## config.mk

```make
export PLATFORM = sky130hd
export DESIGN_NAME = adsr_ctrl_flat
export DESIGN_NICKNAME = d
export VERILOG_FILES = /design/src/hw/rtl/adsr_pkg.sv /design/src/hw/rtl/adsr_in_if.sv /design/src/hw/rtl/adsr_out_if.sv /design/src/hw/rtl/adsr_ctrl.sv /design/src/flat_wrapper.sv
export SDC_FILE = /design/constraint.sdc
export NUM_CORES = 1
export LEC_CHECK = 0
export ABC_AREA = 1
export BUFFER_PORTS_ARGS = -buffer_cell sky130_fd_sc_hd__buf_4
export CORE_MARGIN = 4
export CORE_UTILIZATION = 40
export CTS_CLUSTER_SIZE = 28
export DETAILED_ROUTE_END_ITERATION = 12
export SLEW_MARGIN = 0
export SYNTH_ARGS = -nofsm -noshare
export SYNTH_HDL_FRONTEND = slang
export SYNTH_SLANG_ARGS = --single-unit
```

## constraint.sdc

```tcl
create_clock -name clk -period 4.2 [get_ports clk]
set_input_delay 0.84 -clock clk [delete_from_list [all_inputs] [get_ports clk]]
set_output_delay 0.84 -clock clk [all_outputs]
set_load 0.02 [all_outputs]
```

## src/hw/rtl/adsr_pkg.sv

```systemverilog
`default_nettype none
package adsr_pkg;

	typedef enum logic [3:0] {
		PH_IDLE        = 4'd0,
		PH_ATTACK      = 4'd1,
		PH_HOLD        = 4'd2,
		PH_PREDECAY    = 4'd3,
		PH_DECAY       = 4'd4,
		PH_POSTDECAY   = 4'd5,
		PH_PRERELEASE  = 4'd6,
		PH_RELEASE     = 4'd7,
		PH_POSTRELEASE = 4'd8
	} phase_t;

	typedef enum logic [1:0] {
		NOTE_OFF = 2'd0,
		NOTE_ON  = 2'd1,
		NOTE_NEW = 2'd2
	} note_t;

	localparam logic [1:0] OP_TICK     = 2'd0;
	localparam logic [1:0] OP_NOTE_ON  = 2'd1;
	localparam logic [1:0] OP_NOTE_OFF = 2'd2;

	typedef enum logic [1:0] {
		CURVE_ATTACK  = 2'd0,
		CURVE_DECAY   = 2'd1,
		CURVE_RELEASE = 2'd2
	} curve_kind_t;

	typedef struct packed {
		logic [7:0]        attack_setting;
		logic signed [7:0] attack_power;
		logic [7:0]        decay_setting;
		logic signed [7:0] decay_power;
		logic [7:0]        sustain_level;
		logic [7:0]        release_setting;
		logic signed [7:0] release_power;
		logic [7:0]        hold_setting;
	} adsr_cfg_t;

	typedef struct packed {
		logic        start;
		curve_kind_t kind;
		logic [15:0] t;
	} curve_cmd_t;

	typedef struct packed {
		logic       done;
		logic [7:0] value;
	} curve_sts_t;

	localparam int unsigned ROOT_COUNT = 12;

	// 2^(2^-(k+1)) in Q30
	localparam logic [30:0] ROOT_Q30 [ROOT_COUNT] = '{
		31'd1518500250, 31'd1276901417, 31'd1170923762, 31'd1121280436,
		31'd1097253708, 31'd1085434106, 31'd1079572136, 31'd1076653033,
		31'd1075196443, 31'd1074468888, 31'd1074105294, 31'd1073923544
	};

endpackage
`default_nettype wire

```

## src/hw/rtl/adsr_in_if.sv

```systemverilog
`default_nettype none
interface adsr_in_if;
	logic       valid;
	logic       ready;
	logic [1:0] operation;
	logic [7:0] elapsed_ms;

	modport source (output valid, output operation, output elapsed_ms, input ready);
	modport sink (input valid, input operation, input elapsed_ms, output ready);
endinterface
`default_nettype wire

```

## src/hw/rtl/adsr_out_if.sv

```systemverilog
`default_nettype none
interface adsr_out_if;
	logic       valid;
	logic       ready;
	logic [7:0] amplitude;
	logic [3:0] phase;

	modport source (output valid, output amplitude, output phase, input ready);
	modport sink (input valid, input amplitude, input phase, output ready);
endinterface
`default_nettype wire

```

## src/hw/rtl/adsr_ctrl.sv

```systemverilog
`default_nettype none
module adsr_ctrl
	import adsr_pkg::*;
(
	input  wire logic       clk,
	input  wire logic       arst_n,
	input  wire adsr_cfg_t  cfg,
	adsr_in_if.sink         cmd,
	adsr_out_if.source      env,
	output curve_cmd_t      ccmd,
	input  wire curve_sts_t csts
);

	typedef enum logic [2:0] {
		ST_READY, ST_DISPATCH, ST_WAIT_MAIN, ST_WAIT_SHADOW, ST_APPLY, ST_PUSH
	} state_t;

	state_t      state_q;
	phase_t      phase_q;
	note_t       note_q;
	logic [7:0]  main_amp_q;
	logic [7:0]  shadow_amp_q;
	logic [15:0] main_tmr_q;
	logic [15:0] shadow_tmr_q;
	curve_cmd_t  ccmd_q;
	logic        out_valid_q;
	logic [7:0]  out_amp_q;
	logic [3:0]  out_phase_q;

	logic [12:0] hold_prod;
	logic [7:0]  sus;

	assign hold_prod = 13'(cfg.hold_setting) * 13'd25;
	assign sus = cfg.sustain_level;

	always_ff @(posedge clk or negedge arst_n) begin
		if (!arst_n) begin
			state_q <= ST_READY;
			phase_q <= PH_IDLE;
			note_q <= NOTE_OFF;
			main_amp_q <= 8'd0;
			shadow_amp_q <= 8'd0;
			main_tmr_q <= 16'd0;
			shadow_tmr_q <= 16'd0;
			ccmd_q <= '0;
			out_valid_q <= 1'b0;
		end else begin
			ccmd_q.start <= 1'b0;
			if (out_valid_q && env.ready) begin
				out_valid_q <= 1'b0;
			end
			case (state_q)
				ST_READY: begin
					if (cmd.valid) begin
						state_q <= ST_PUSH;
						case (cmd.operation)
							OP_TICK: begin
								main_tmr_q <= main_tmr_q + 16'(cmd.elapsed_ms);
								shadow_tmr_q <= shadow_tmr_q + 16'(cmd.elapsed_ms);
								state_q <= ST_DISPATCH;
							end
							OP_NOTE_ON: note_q <= NOTE_NEW;
							OP_NOTE_OFF: note_q <= NOTE_OFF;
							default: ;
						endcase
					end
				end
				ST_DISPATCH: begin
					state_q <= ST_APPLY;
					case (phase_q)
						PH_IDLE: begin
							if (note_q != NOTE_OFF) begin
								phase_q <= PH_ATTACK;
								main_tmr_q <= 16'd0;
								note_q <= NOTE_ON;
							end
							state_q <= ST_PUSH;
						end
						PH_ATTACK: begin
							if (main_amp_q == 8'd255) begin
								phase_q <= PH_HOLD;
								main_tmr_q <= 16'd0;
								state_q <= ST_PUSH;
							end else begin
								ccmd_q <= '{start: 1'b1, kind: CURVE_ATTACK, t: main_tmr_q};
								state_q <= ST_WAIT_MAIN;
							end
						end
						PH_HOLD: begin
							if (main_tmr_q > {11'd0, hold_prod[12:8]}) begin
								phase_q <= PH_DECAY;
								main_tmr_q <= 16'd0;
							end
							state_q <= ST_PUSH;
						end
						PH_PREDECAY, PH_PRERELEASE: begin
							ccmd_q <= '{start: 1'b1, kind: CURVE_ATTACK, t: main_tmr_q};
							state_q <= ST_WAIT_MAIN;
						end
						PH_DECAY: begin
							if (main_amp_q > sus) begin
								ccmd_q <= '{start: 1'b1, kind: CURVE_DECAY, t: main_tmr_q};
								state_q <= ST_WAIT_MAIN;
							end
						end
						PH_POSTDECAY: begin
							if (main_amp_q > sus) begin
								ccmd_q <= '{start: 1'b1, kind: CURVE_DECAY, t: main_tmr_q};
								state_q <= ST_WAIT_MAIN;
							end else begin
								ccmd_q <= '{start: 1'b1, kind: CURVE_ATTACK, t: shadow_tmr_q};
								state_q <= ST_WAIT_SHADOW;
							end
						end
						PH_RELEASE: begin
							if (note_q == NOTE_OFF && main_amp_q != 8'd0) begin
								ccmd_q <= '{start: 1'b1, kind: CURVE_RELEASE, t: main_tmr_q};
								state_q <= ST_WAIT_MAIN;
							end
						end
						PH_POSTRELEASE: begin
							if (note_q == NOTE_OFF) begin
								phase_q <= PH_RELEASE;
								state_q <= ST_PUSH;
							end else if (main_amp_q != 8'd0) begin
								ccmd_q <= '{start: 1'b1, kind: CURVE_RELEASE, t: main_tmr_q};
								state_q <= ST_WAIT_MAIN;
							end else begin
								ccmd_q <= '{start: 1'b1, kind: CURVE_ATTACK, t: shadow_tmr_q};
								state_q <= ST_WAIT_SHADOW;
							end
						end
						default: state_q <= ST_PUSH;
					endcase
				end
				ST_WAIT_MAIN: begin
					if (csts.done) begin
						main_amp_q <= csts.value;
						state_q <= ST_WAIT_SHADOW;
						case (phase_q)
							PH_PREDECAY:
								ccmd_q <= '{start: 1'b1, kind: CURVE_DECAY, t: shadow_tmr_q};
							PH_PRERELEASE:
								ccmd_q <= '{start: 1'b1, kind: CURVE_RELEASE, t: shadow_tmr_q};
							PH_POSTDECAY, PH_POSTRELEASE:
								ccmd_q <= '{start: 1'b1, kind: CURVE_ATTACK, t: shadow_tmr_q};
							default: state_q <= ST_APPLY;
						endcase
					end
				end
				ST_WAIT_SHADOW: begin
					if (csts.done) begin
						shadow_amp_q <= csts.value;
						state_q <= ST_APPLY;
					end
				end
				ST_APPLY: begin
					state_q <= ST_PUSH;
					case (phase_q)
						PH_ATTACK: begin
							if (note_q == NOTE_OFF) begin
								shadow_tmr_q <= 16'd0;
								if (main_amp_q < sus) begin
									shadow_amp_q <= sus;
									phase_q <= PH_PRERELEASE;
								end else begin
									shadow_amp_q <= 8'd255;
									phase_q <= PH_PREDECAY;
								end
							end else if (note_q == NOTE_NEW) begin
								note_q <= NOTE_ON;
							end
						end
						PH_PREDECAY: begin
							// decay curve at the shadow time is what main takes over
							if (shadow_amp_q <= main_amp_q) begin
								phase_q <= PH_DECAY;
								main_tmr_q <= shadow_tmr_q;
								main_amp_q <= shadow_amp_q;
							end
						end
						PH_DECAY: begin
							if (note_q == NOTE_NEW) begin
								note_q <= NOTE_ON;
								shadow_tmr_q <= 16'd0;
								shadow_amp_q <= 8'd0;
								phase_q <= PH_POSTDECAY;
							end else if (note_q == NOTE_OFF && main_amp_q <= sus) begin
								main_tmr_q <= 16'd0;
								phase_q <= PH_RELEASE;
							end
						end
						PH_POSTDECAY, PH_POSTRELEASE: begin
							if (shadow_amp_q > main_amp_q) begin
								phase_q <= PH_ATTACK;
								main_tmr_q <= shadow_tmr_q;
							end
						end
						PH_PRERELEASE: begin
							if (shadow_amp_q < main_amp_q) begin
								phase_q <= PH_RELEASE;
								main_tmr_q <= shadow_tmr_q;
								main_amp_q <= shadow_amp_q;
							end
						end
						PH_RELEASE: begin
							if (note_q != NOTE_OFF) begin
								shadow_tmr_q <= 16'd0;
								shadow_amp_q <= 8'd0;
								phase_q <= PH_POSTRELEASE;
							end
						end
						default: ;
					endcase
				end
				ST_PUSH: begin
					if (!out_valid_q || env.ready) begin
						out_valid_q <= 1'b1;
						out_amp_q <= main_amp_q;
						out_phase_q <= phase_q;
						state_q <= ST_READY;
					end
				end
				default: state_q <= ST_READY;
			endcase
		end
	end

	assign cmd.ready = (state_q == ST_READY);
	assign env.valid = out_valid_q;
	assign env.amplitude = out_amp_q;
	assign env.phase = out_phase_q;
	assign ccmd = ccmd_q;

endmodule
`default_nettype wire

```

## src/flat_wrapper.sv

```systemverilog
// flat-port wrapper written by rule: the top's interface ports become plain ports
module adsr_ctrl_flat import adsr_pkg::*;
  (clk, arst_n, cfg, ccmd, csts, cmd_valid, cmd_operation, cmd_elapsed_ms, cmd_ready, env_valid, env_amplitude, env_phase, env_ready);
  adsr_in_if cmd_i ();
  adsr_out_if env_i ();
  input  wire logic clk;
  input  wire logic arst_n;
  input  wire adsr_cfg_t cfg;
  output curve_cmd_t ccmd;
  input  wire curve_sts_t csts;
  input wire logic [$bits(cmd_i.valid)-1:0] cmd_valid;
  input wire logic [$bits(cmd_i.operation)-1:0] cmd_operation;
  input wire logic [$bits(cmd_i.elapsed_ms)-1:0] cmd_elapsed_ms;
  output wire logic [$bits(cmd_i.ready)-1:0] cmd_ready;
  output wire logic [$bits(env_i.valid)-1:0] env_valid;
  output wire logic [$bits(env_i.amplitude)-1:0] env_amplitude;
  output wire logic [$bits(env_i.phase)-1:0] env_phase;
  input wire logic [$bits(env_i.ready)-1:0] env_ready;
  assign cmd_i.valid = cmd_valid;
  assign cmd_i.operation = cmd_operation;
  assign cmd_i.elapsed_ms = cmd_elapsed_ms;
  assign cmd_ready = cmd_i.ready;
  assign env_valid = env_i.valid;
  assign env_amplitude = env_i.amplitude;
  assign env_phase = env_i.phase;
  assign env_i.ready = env_ready;
  adsr_ctrl u_core (.clk(clk), .arst_n(arst_n), .cfg(cfg), .cmd(cmd_i), .env(env_i), .ccmd(ccmd), .csts(csts));
endmodule
```

**Word-level counts from Yosys, hierarchy flattened**

Cells that the tools add are included.
Widths: inputs -> output; s select.

- Output and inout bits: 33
- Flip-flop bits (word level): 89

- Order comparisons: 7
- Muxes and demuxes: 80
- Add/subtract/negate cells: 2
- Multiply operators: 1
- Eq/ne operators: 52
- Reduce and logical (&&, ||, !) cells: 29

Operators with widths:

| cell | count |
|---|---|
| $mux 16 | 14 |
| $pmux 16 s3 | 3 |
| $pmux 19 s6 | 1 |
| $mux 19 | 5 |
| $pmux 16 s4 | 1 |
| $pmux 19 s3 | 1 |
| $mux 8 | 7 |
| $pmux 8 s2 | 3 |
| $mux 4 | 11 |
| $ne 3x2->1 const B | 13 |
| $pmux 19 s2 | 1 |
| $pmux 3 s6 | 2 |
| $mux 3 | 11 |
| $add 16x8->16 | 2 |
| $pmux 16 s2 | 1 |
| $reduce_and 13->1 | 2 |
| $pmux 4 s6 | 1 |
| $pmux 8 s3 | 1 |
| $mux 18 | 1 |
| $ne 3x3->1 const B | 6 |
| $mux 17 | 1 |
| $eq 4x3->1 const B | 4 |
| $gt 16x5->1 | 1 |
| $gt 8x8->1 | 2 |
| other kinds (45) | 76 |

**Longest topological paths before layout**

Gate-level depths: netlist of run 1.

- Depth in word-level cells: 6
- Mapped depth: 28

**Least setup slack after synthesis of run 1**

OpenSTA, ideal clock, no wires.

- Path kind: in2reg
- Start: input cfg[3] (netlist name)
- End: register u_core.main_tmr_q[11]
- Arrival: 4273 ps
- Path buffers: 1
- Stages: 27
- Path slack: -139 ps
- Library setup time: 65 ps
- Path through: ha_1 -> ha_1 -> inv_1 -> fa_1 -> inv_1 -> ha_1 -> nand2_1 -> nand2_1 -> a221oi_1 -> nand2_1 -> a21oi_1 -> xor2_1 -> ha_1 -> nand2_1 -> inv_1 -> nand2_1 -> nand2_1 -> nand2_1 -> nand2_1 -> nand2_1 -> nand2_1 -> nand2_1 -> nand2_1 -> nand2_1 -> clkbuf_1 -> o21ai_0 -> nand2_1

- Word-level cells in the longest chain between the ends: 4

RTL lines:

| element | RTL line | source |
|---|---|---|
| from (decl) | flat_wrapper.sv:8 | `input wire adsr_cfg_t cfg;` |
| $mul 8x5->13 | adsr_ctrl.sv:33 | `assign hold_prod = 13'(cfg.hold_setting) * 13'd25;` |
| $gt 16x5->1 | adsr_ctrl.sv:90 | `if (main_tmr_q > {11'd0, hold_prod[12:8]}) begin` |
| $ne 3x2->1 (no source line) | n/a |  |
| $reduce_and 13->1 (no source line) | n/a |  |
| to (signal assigned) | adsr_ctrl.sv:58 | `main_tmr_q <= main_tmr_q + 16'(cmd.elapsed_ms);` |
| to (signal assigned) | adsr_ctrl.sv:178 | `main_tmr_q <= shadow_tmr_q;` |
| to (signal assigned) | adsr_ctrl.sv:196 | `main_tmr_q <= shadow_tmr_q;` |
| to (decl) | adsr_ctrl.sv:23 | `logic [15:0] main_tmr_q;` |

No other way between the ends.
A chain may end at the register's enable or synchronous reset.

**Final worst setup path of run 1**

- Start: input cfg[4] (netlist name)
- End: register u_core.main_tmr_q[2]

Same word-level chain as after synthesis.

==> results of run 1 <==
synth_stat cells, drive strengths merged:
master	count	area share, %
inv	151	7.6
a31o	1	0.12
a21o	2	0.20
and2	1	0.084
or2	6	0.50
nor2	79	4.4
nand3	99	7.0
a21oi	25	1.7
o211ai	18	1.8
xor2	6	0.70
a21boi	1	0.15
xnor2	6	0.70
clkinv	1	0.050
a41oi	1	0.12
o22ai	11	0.92
fa	4	1.1
nand3b	4	0.40
nor4	2	0.17
clkbuf	20	1.0
a221oi	1	0.12
ha	65	11
nand2	379	19
nand4	19	1.6
dfrtp	77	26
buf	14	1.2
edfxtp	12	4.8
nor3	13	1.0
o21bai	2	0.20
o21ai	87	5.8
o21a	3	0.30
o2111ai	1	0.20
sequential cells by signal (all words and copies together) (netlist names):
signal	cells
u_core.note_q	2
u_core.main_tmr_q	16
u_core.main_amp_q	8
u_core.shadow_amp_q	8
u_core.state_q	3
u_core.env.valid	1
u_core.env.phase	4
u_core.phase_q	4
u_core.ccmd	19
u_core.env.amplitude	8
u_core.shadow_tmr_q	16
cell usage in the layout, fill, tap and decap left out, types with 7 or more instances in the layout:
cell type	synthesis	final
a21oi_1	25	24
buf_4	0	89
clkbuf_16	0	9
dfrtp_1	77	77
edfxtp_1	12	12
ha_1	65	58
ha_4	0	7
inv_1	145	142
inv_2	6	9
nand2_1	374	367
nand2_2	4	10
nand3_1	94	94
nand4_1	19	19
nor2_1	72	69
nor3_1	12	12
o211ai_1	18	18
o21ai_0	77	68
o21ai_1	10	15
o22ai_1	11	11
layer usage:
metal / global-route usage, % / wire (um) / vias up
li1: - / - / 3759
met1: 32.2 / 10700 / 3371
met2: 32.1 / 9370 / 188
met3: 2.45 / 1070 / 19
met4: 5.20 / 261 / 0
met5: 0 / 0 / -
logic make-up after synthesis:
group	count (synthesis)	share of synthesized area [%]
AOI/OAI and AO/OA	153	11.7
xor gates and xnor gates	12	1.41
adders and majority gates	69	12.0
buffers and inverters	186	9.83
DFF	89	30.7
and+or+nand+nor	602	34.5
through the flow:
stage	TNS [ns]	utilization [%]	setup WS [ns]	total power (W)
floorplan	0	-	0.0553	0.00398
global placement	-7.44	45.9	-0.391	0.00501
detailed placement	-8.48	45.9	-0.452	0.00505
CTS	0	47.5	0.00346	0.00585
global route	-2.94	48.2	-0.184	0.00650
finish	0	48.2	0.111	0.00589
final cells by class:
cell class	instances	area [um^2]	share of cell area [%]
flip-flops and latches	89	2290	26.2
clock buffers	11	243	2.78
clock inverters	5	31.3	0.358
inverters	152	571	6.52
repair buffers	94	737	8.43
well taps	229	287	3.28
multi-input cells	836	4590	52.5
path summary, 6_finish.rpt:
kind	end	slack, ns	cells after the start
worst max-delay path	u_core.main_tmr_q[2]	0.11	27
worst min register to register	u_core.ccmd[13]	0.50	2
worst min-delay path	u_core.phase_q[1]	0.42	1
worst max register to register	u_core.shadow_tmr_q[2]	1.29	10
min in group clk	u_core.ccmd[13]	0.50	2
max in group asynchronous	u_core.shadow_tmr_q[8]	2.73	2
timing repair:
| item | 4_1_cts | 5_1_grt |
|---|---|---|
| setup buffers | 0 | 2 |
| endpoints found under the hold margin | 0 | 0 |
| endpoints found under the setup margin | 17 | 20 |
| pin swaps | 5 | 22 |
| gates resized for setup | 4 | 34 |
power breakdown:
part | leakage, nW | switching, W | internal, W | total [W]
combinational | 3.31 | 0.00230 | 0.00124 | 0.00354
sequential | 1.12 | 0.000370 | 0.00121 | 0.00158
clock | 0.135 | 0.000361 | 0.000416 | 0.000777
==> impl_results.md, run 1 <==
* Site Rows at 49
* Number of library cell types mapped by synthesis at just over 40
* Mapped cell area at around 7500 um^2
* Remaining antenna violation count at 0
* CP delay by family, top: adder cells
* Grt ovf at 0
* DR iter-0 viols at 540
* Fin area at 8740 um^2
* Total number of vias at 7337
* Clock Latency Late Sink at around 0.35 ns
* Leakage power at between 4 and 5 nW
* CTS tree: yes
* Maximum number of pins on one net before global-route repair at 51
* Global-route wire length before repair at 35100 um
* Outcome: completed
* Fmax at 0.245 GHz
* Ant. Diodes at 0
* Wire length per cell at 15.1 um
* Critical path arrival at between 4 and 5 ns
* Post-route insts no fill at around 1400
* Final Cycle Share at a little over nine tenths
* Worst setup EP type: register
* HPWL Detailed at 16600 um
* Post-CTS Hold Fix Bufs at 0
* Fin crit period at 4.09 ns
* Total CTS buffers at 9
* Critical path required time at 4.44 ns
* Hold_ws at roughly 0.42 ns
* Hold Path Class: in2async
* Die Span Y at between 100 and 150 um
* Final setup violation count at 0
* Crit path largest cell delay at a little under 0.5 ns
* Clock tree buffer depth at 2
* Layout cells sized above 1 at 14.2%
* DIE AREA at roughly 21000 um^2
* Pwr per Cell Area at approximately 670 nW/um^2
* Max transition margin at between 10% and 20%
* Final Max Tran Viols at 0
* Setup crit start: cfg[4]
* Max-cap violations at 0
* Clock Pin Slew Worst Setup and Hold Paths at about 0.070 ns
* GPL Wtd Cong at 0.893
* Via density at 5.18
* Endpoints failing hold at 0
* CTS Sinks at 89
* Total GRT Usage at 21.2%
* Maximum fanout along the worst path at 16
* Vias in the first global route at 6696
* Mapped Avg Cell Area at about 6.7 um^2
* Initial antenna violation count at 0
* Nets at 1338
* # DRC at 0
* Area post-placement at roughly 8300 um^2
* Maximum VDD drop at 0.000272 V
* Worst r2r src: u_core.state_q[0]
* Root cell of the clock tree: clkbuf_16
* Startpoint Class: input pin
* Register area share after synthesis at between 30 and 40%
* Boundary Pins at 120
* Unrepaired setup endpoints after global routing: yes
* Syn_nets at around 1300
* Core footprint at around 18000 um^2
* Worst path bufs/invs at 4
* Syn. warnings at 0
* Flops & latches, synth at 89
* Worst slew pin tran at 1.21 ns
* Die X at roughly 140 um
* DR pass1 iterations at 5
* H-tree depth at 3
* Port bufs at just over 70
* Critical setup path kind: in2reg
* Initial Util at approximately 41%
* Critical path's slowest cell: fa_1
* Post-Synthesis Cells at between 1000 and 1500
* Placed instance count at 1400
* # fillers at 1890
* Layout area overhead at 17.2%
* Final Routed Wirelength at between 20000 and 25000 um
* Clk_skew at about 0.007 ns
Note: power is estimated with default switching activity, not from simulation.
==> run 2, diff against run 1 <==
Settings changed: REMOVE_ABC_BUFFERS set to 1.
==> run 2 against run 1 <==
  * Wire length increased by 2.4%
  * Combinational power up 3%
  * Register-to-register slack better by 0.03 ns
  * Count of clock-buffer cells in the layout is 1 lower
  * Worst hold slack worse by 0.072 ns
  * Critical path type unchanged
  * Global-route usage rose by 0.25 points
  * Via count rose by 1.9%
  * Sequential cell count stayed put
==> impl_results.md, run 2 (synthesis gave the netlist of run 1 again) <==
* Outcome: completed
* Most common cell on crit path: nand2_1
* Met1 Use GR at 29.9% (-2.3 points)
* Sw Share at 51.9% (+0.42 points)
* # fillers at 1897 (+0.37%)
* Seq pwr share at 26.2% (-0.6 points)
* Port bufs at 71 (unchanged)
* Initial Util at 41.1% (unchanged)
* Hold_ws at 0.350 ns (-0.0720 ns)
* Seq. cell area at 2290 um^2 (unchanged)
* GRT Max-Usage Layer: met2
* Total CTS buffers at 9 (unchanged)
* Switching power at 0.00315 W (+3.6%)
* Total number of vias at 7476 (+1.9%)
* Worst path bufs/invs at 5 (+1)
* Final Cycle Share at 96.9% (-0.42 points)
* Die Span Y at 145 um (unchanged)
* # DRC at 0 (unchanged)
* Post-CTS Hold Fix Bufs at 0 (unchanged)
* Max-cap violations at 0 (unchanged)
* HPWL Detailed at 16200 um (-2.0%)
* Final Core Density at 48.7% (+0.49 points)
* Layout cells sized above 1 at 15.3% (+1.1 points)
* Clock Latency Late Sink at 0.36 ns (about the same)
* Final setup violation count at 0 (unchanged)
* Hold Path Class: in2async
* Wire length per cell at 15.4 um (+1.9%)
* Worst slew pin tran at 0.953 ns (-0.253 ns)
* Maximum fanout along the worst path at 16 (unchanged)
* Largest register FFs at 19 (unchanged)
* R2r setup slk at 1.32 ns (+0.03 ns)
* CP delay by family, top: adder cells
* Root cell of the clock tree: clkbuf_16
* Critical path arrival at 4.31 ns (-0.02 ns)
* Critical path required time at 4.44 ns (about the same)
* Maximum number of pins on one net before global-route repair at 61 (+20%)
* Unrepaired setup endpoints after global routing: yes
* Fin crit period at 4.07 ns (-0.0176 ns)
* DIE AREA at 20900 um^2 (unchanged)
* Ant. Diodes at 0 (unchanged)
* CTS tree: yes
* Remaining antenna violation count at 0 (unchanged)
* Max transition margin at 36.2% (+17 points)
* Critical setup path kind: in2reg
* Commonest non-fill, non-tap cell in the layout: nand2_1
* Layout area overhead at 18.4%
* Fmax at 0.246 GHz (+0.43%)
* Critical path's slowest cell: fa_1
* Via density at 5.26 (+1.5%)
* Leakage power at 4.61 nW (+1.0%)
* Final Max Tran Viols at 0 (unchanged)
* Clock power frac at 13.4% (+0.2 points)
* GPL Wtd Cong at 0.988 (+11%)
* Crit path largest cell delay at 0.48 ns (about the same)
* Worst setup EP type: register
* Combinational Power Share at 60.4% (+0.3 points)
* Die X at 145 um (unchanged)
* Core footprint at 18100 um^2 (unchanged)
* Pwr per Cell Area at 686 nW/um^2 (+1.8%)
* Clock Pin Slew Worst Setup and Hold Paths at 0.07 ns (about the same)
* GR Util met2 at 35.5% (+3.4 points)
* Clock tree buffer depth at 2 (unchanged)
* Area of the multi-input gates at 4610 um^2 (+0.41%)
* P_int at 0.00291 W (+1.9%)
* Endpoints failing hold at 0 (unchanged)
* Maximum VDD drop at 0.000278 V (+2.3%)
* Boundary Pins at 120 (unchanged)
* CTS Sinks at 89 (unchanged)
* DR iter-0 viols at 533 (-1.3%)
* Initial antenna violation count at 0 (unchanged)
* Site Rows at 49 (unchanged)
* M3 GR Usage at 2.78% (+0.33 points)
* Nets at 1344 (+0.45%)
* Most frequent cells in the layout: nand2_1, inv_1, nand3_1
* Final Routed Wirelength at 21900 um (+2.4%)
* Global-route wire length before repair at 35400 um (+0.89%)
* Total GRT Usage at 21.4% (+0.25 points)
* Clk_skew at 0.0135 ns (+0.00643 ns)
* Grt ovf at 0 (unchanged)
* Startpoint Class: input pin
* H-tree depth at 3 (unchanged)
* DR pass1 iterations at 5 (unchanged)
* Vias in the first global route at 6990 (+4.4%)
==> run 2: cell count changes in the layout (fill, tap and decap cells not counted), sizes merged <==
cell | previous run | this run
buf | 94 | 100
clkinv | 5 | 3
inv | 151 | 154
clkbuf | 11 | 10
==> run 2: what timing repair did <==
action | CTS | global route
endpoints found under the setup margin | 20 | 20
resized for setup | 12 | 42
gates cloned | 0 | 0
endpoints found under the hold margin | 0 | 0
setup buffers | 3 | 0
pin swaps | 9 | 17
==> run 2: worst reg2reg max path, cell delays in order (launching register included) <==
cell and delay (ns):
dfrtp_1 0.45, nor2_4 0.22, nand2_4 0.28, inv_2 0.36, nand2_2 0.30, nor2_2 0.45
a21boi_2 0.14, nand3_2 0.14, inv_2 0.19, nand4_1 0.17, o21ai_1 0.07
==> run 2: through the flow <==
stage	setup TNS, ns	cells	setup WS [ns]	cell area, um^2	total power, W
finish	0	1422	0.128	8830	0.00606
global route	-2.14	1422	-0.131	8830	0.00663
CTS	0	1422	0.0153	8690	0.00596
detailed placement	-11.88	1404	-0.621	8350	0.00509
global placement	-11.02	1404	-0.578	8350	0.00504
floorplan	-5.55	1077	-0.279	7300	0.00383
==> run 2: layout make-up <==
| class | instances | area share, % |
|---|---|---|
| clock buffer | 10 | 2.71 |
| clock inverter | 6 | 0.552 |
| inverter | 152 | 6.46 |
| multi-input combinational | 836 | 52.2 |
| sequential | 89 | 25.9 |
| tap | 229 | 3.24 |
| timing repair buffer | 100 | 8.98 |
==> run 2: path summary, 6_finish.rpt <==
path,from,to,cells past startpoint
worst max register to register,u_core.state_q[0],u_core.shadow_tmr_q[13],10
worst max-delay path,cfg[4],u_core.main_tmr_q[1],28
min in group clk,u_core.ccmd[16],u_core.ccmd[16],2
max in group asynchronous,arst_n,u_core.main_tmr_q[14],2
worst min-delay path,arst_n,u_core.main_amp_q[7],1
worst min register to register,u_core.ccmd[16],u_core.ccmd[16],2
==> run 2: per-layer routing <==
layer / vias up / share of wire [%] / wire, um
met3: 23 / 4.0 / 879
met2: 174 / 47 / 10300
met4: 0 / 1.4 / 307
li1: 3771 / - / -
met1: 3508 / 48 / 10400
met5: - / 0 / 0
==> run 2: power groups by stage <==
stage | registers [W] | clock network, W | logic (W)
after CTS | 0.00158 | 0.000826 | 0.00356
after floorplan | 0.00156 | 0 | 0.00227
after global placement | 0.00158 | 0 | 0.00346
final | 0.00159 | 0.000810 | 0.00366
after global routing | 0.00163 | 0.000865 | 0.00413
after detailed placement | 0.00159 | 0 | 0.00350
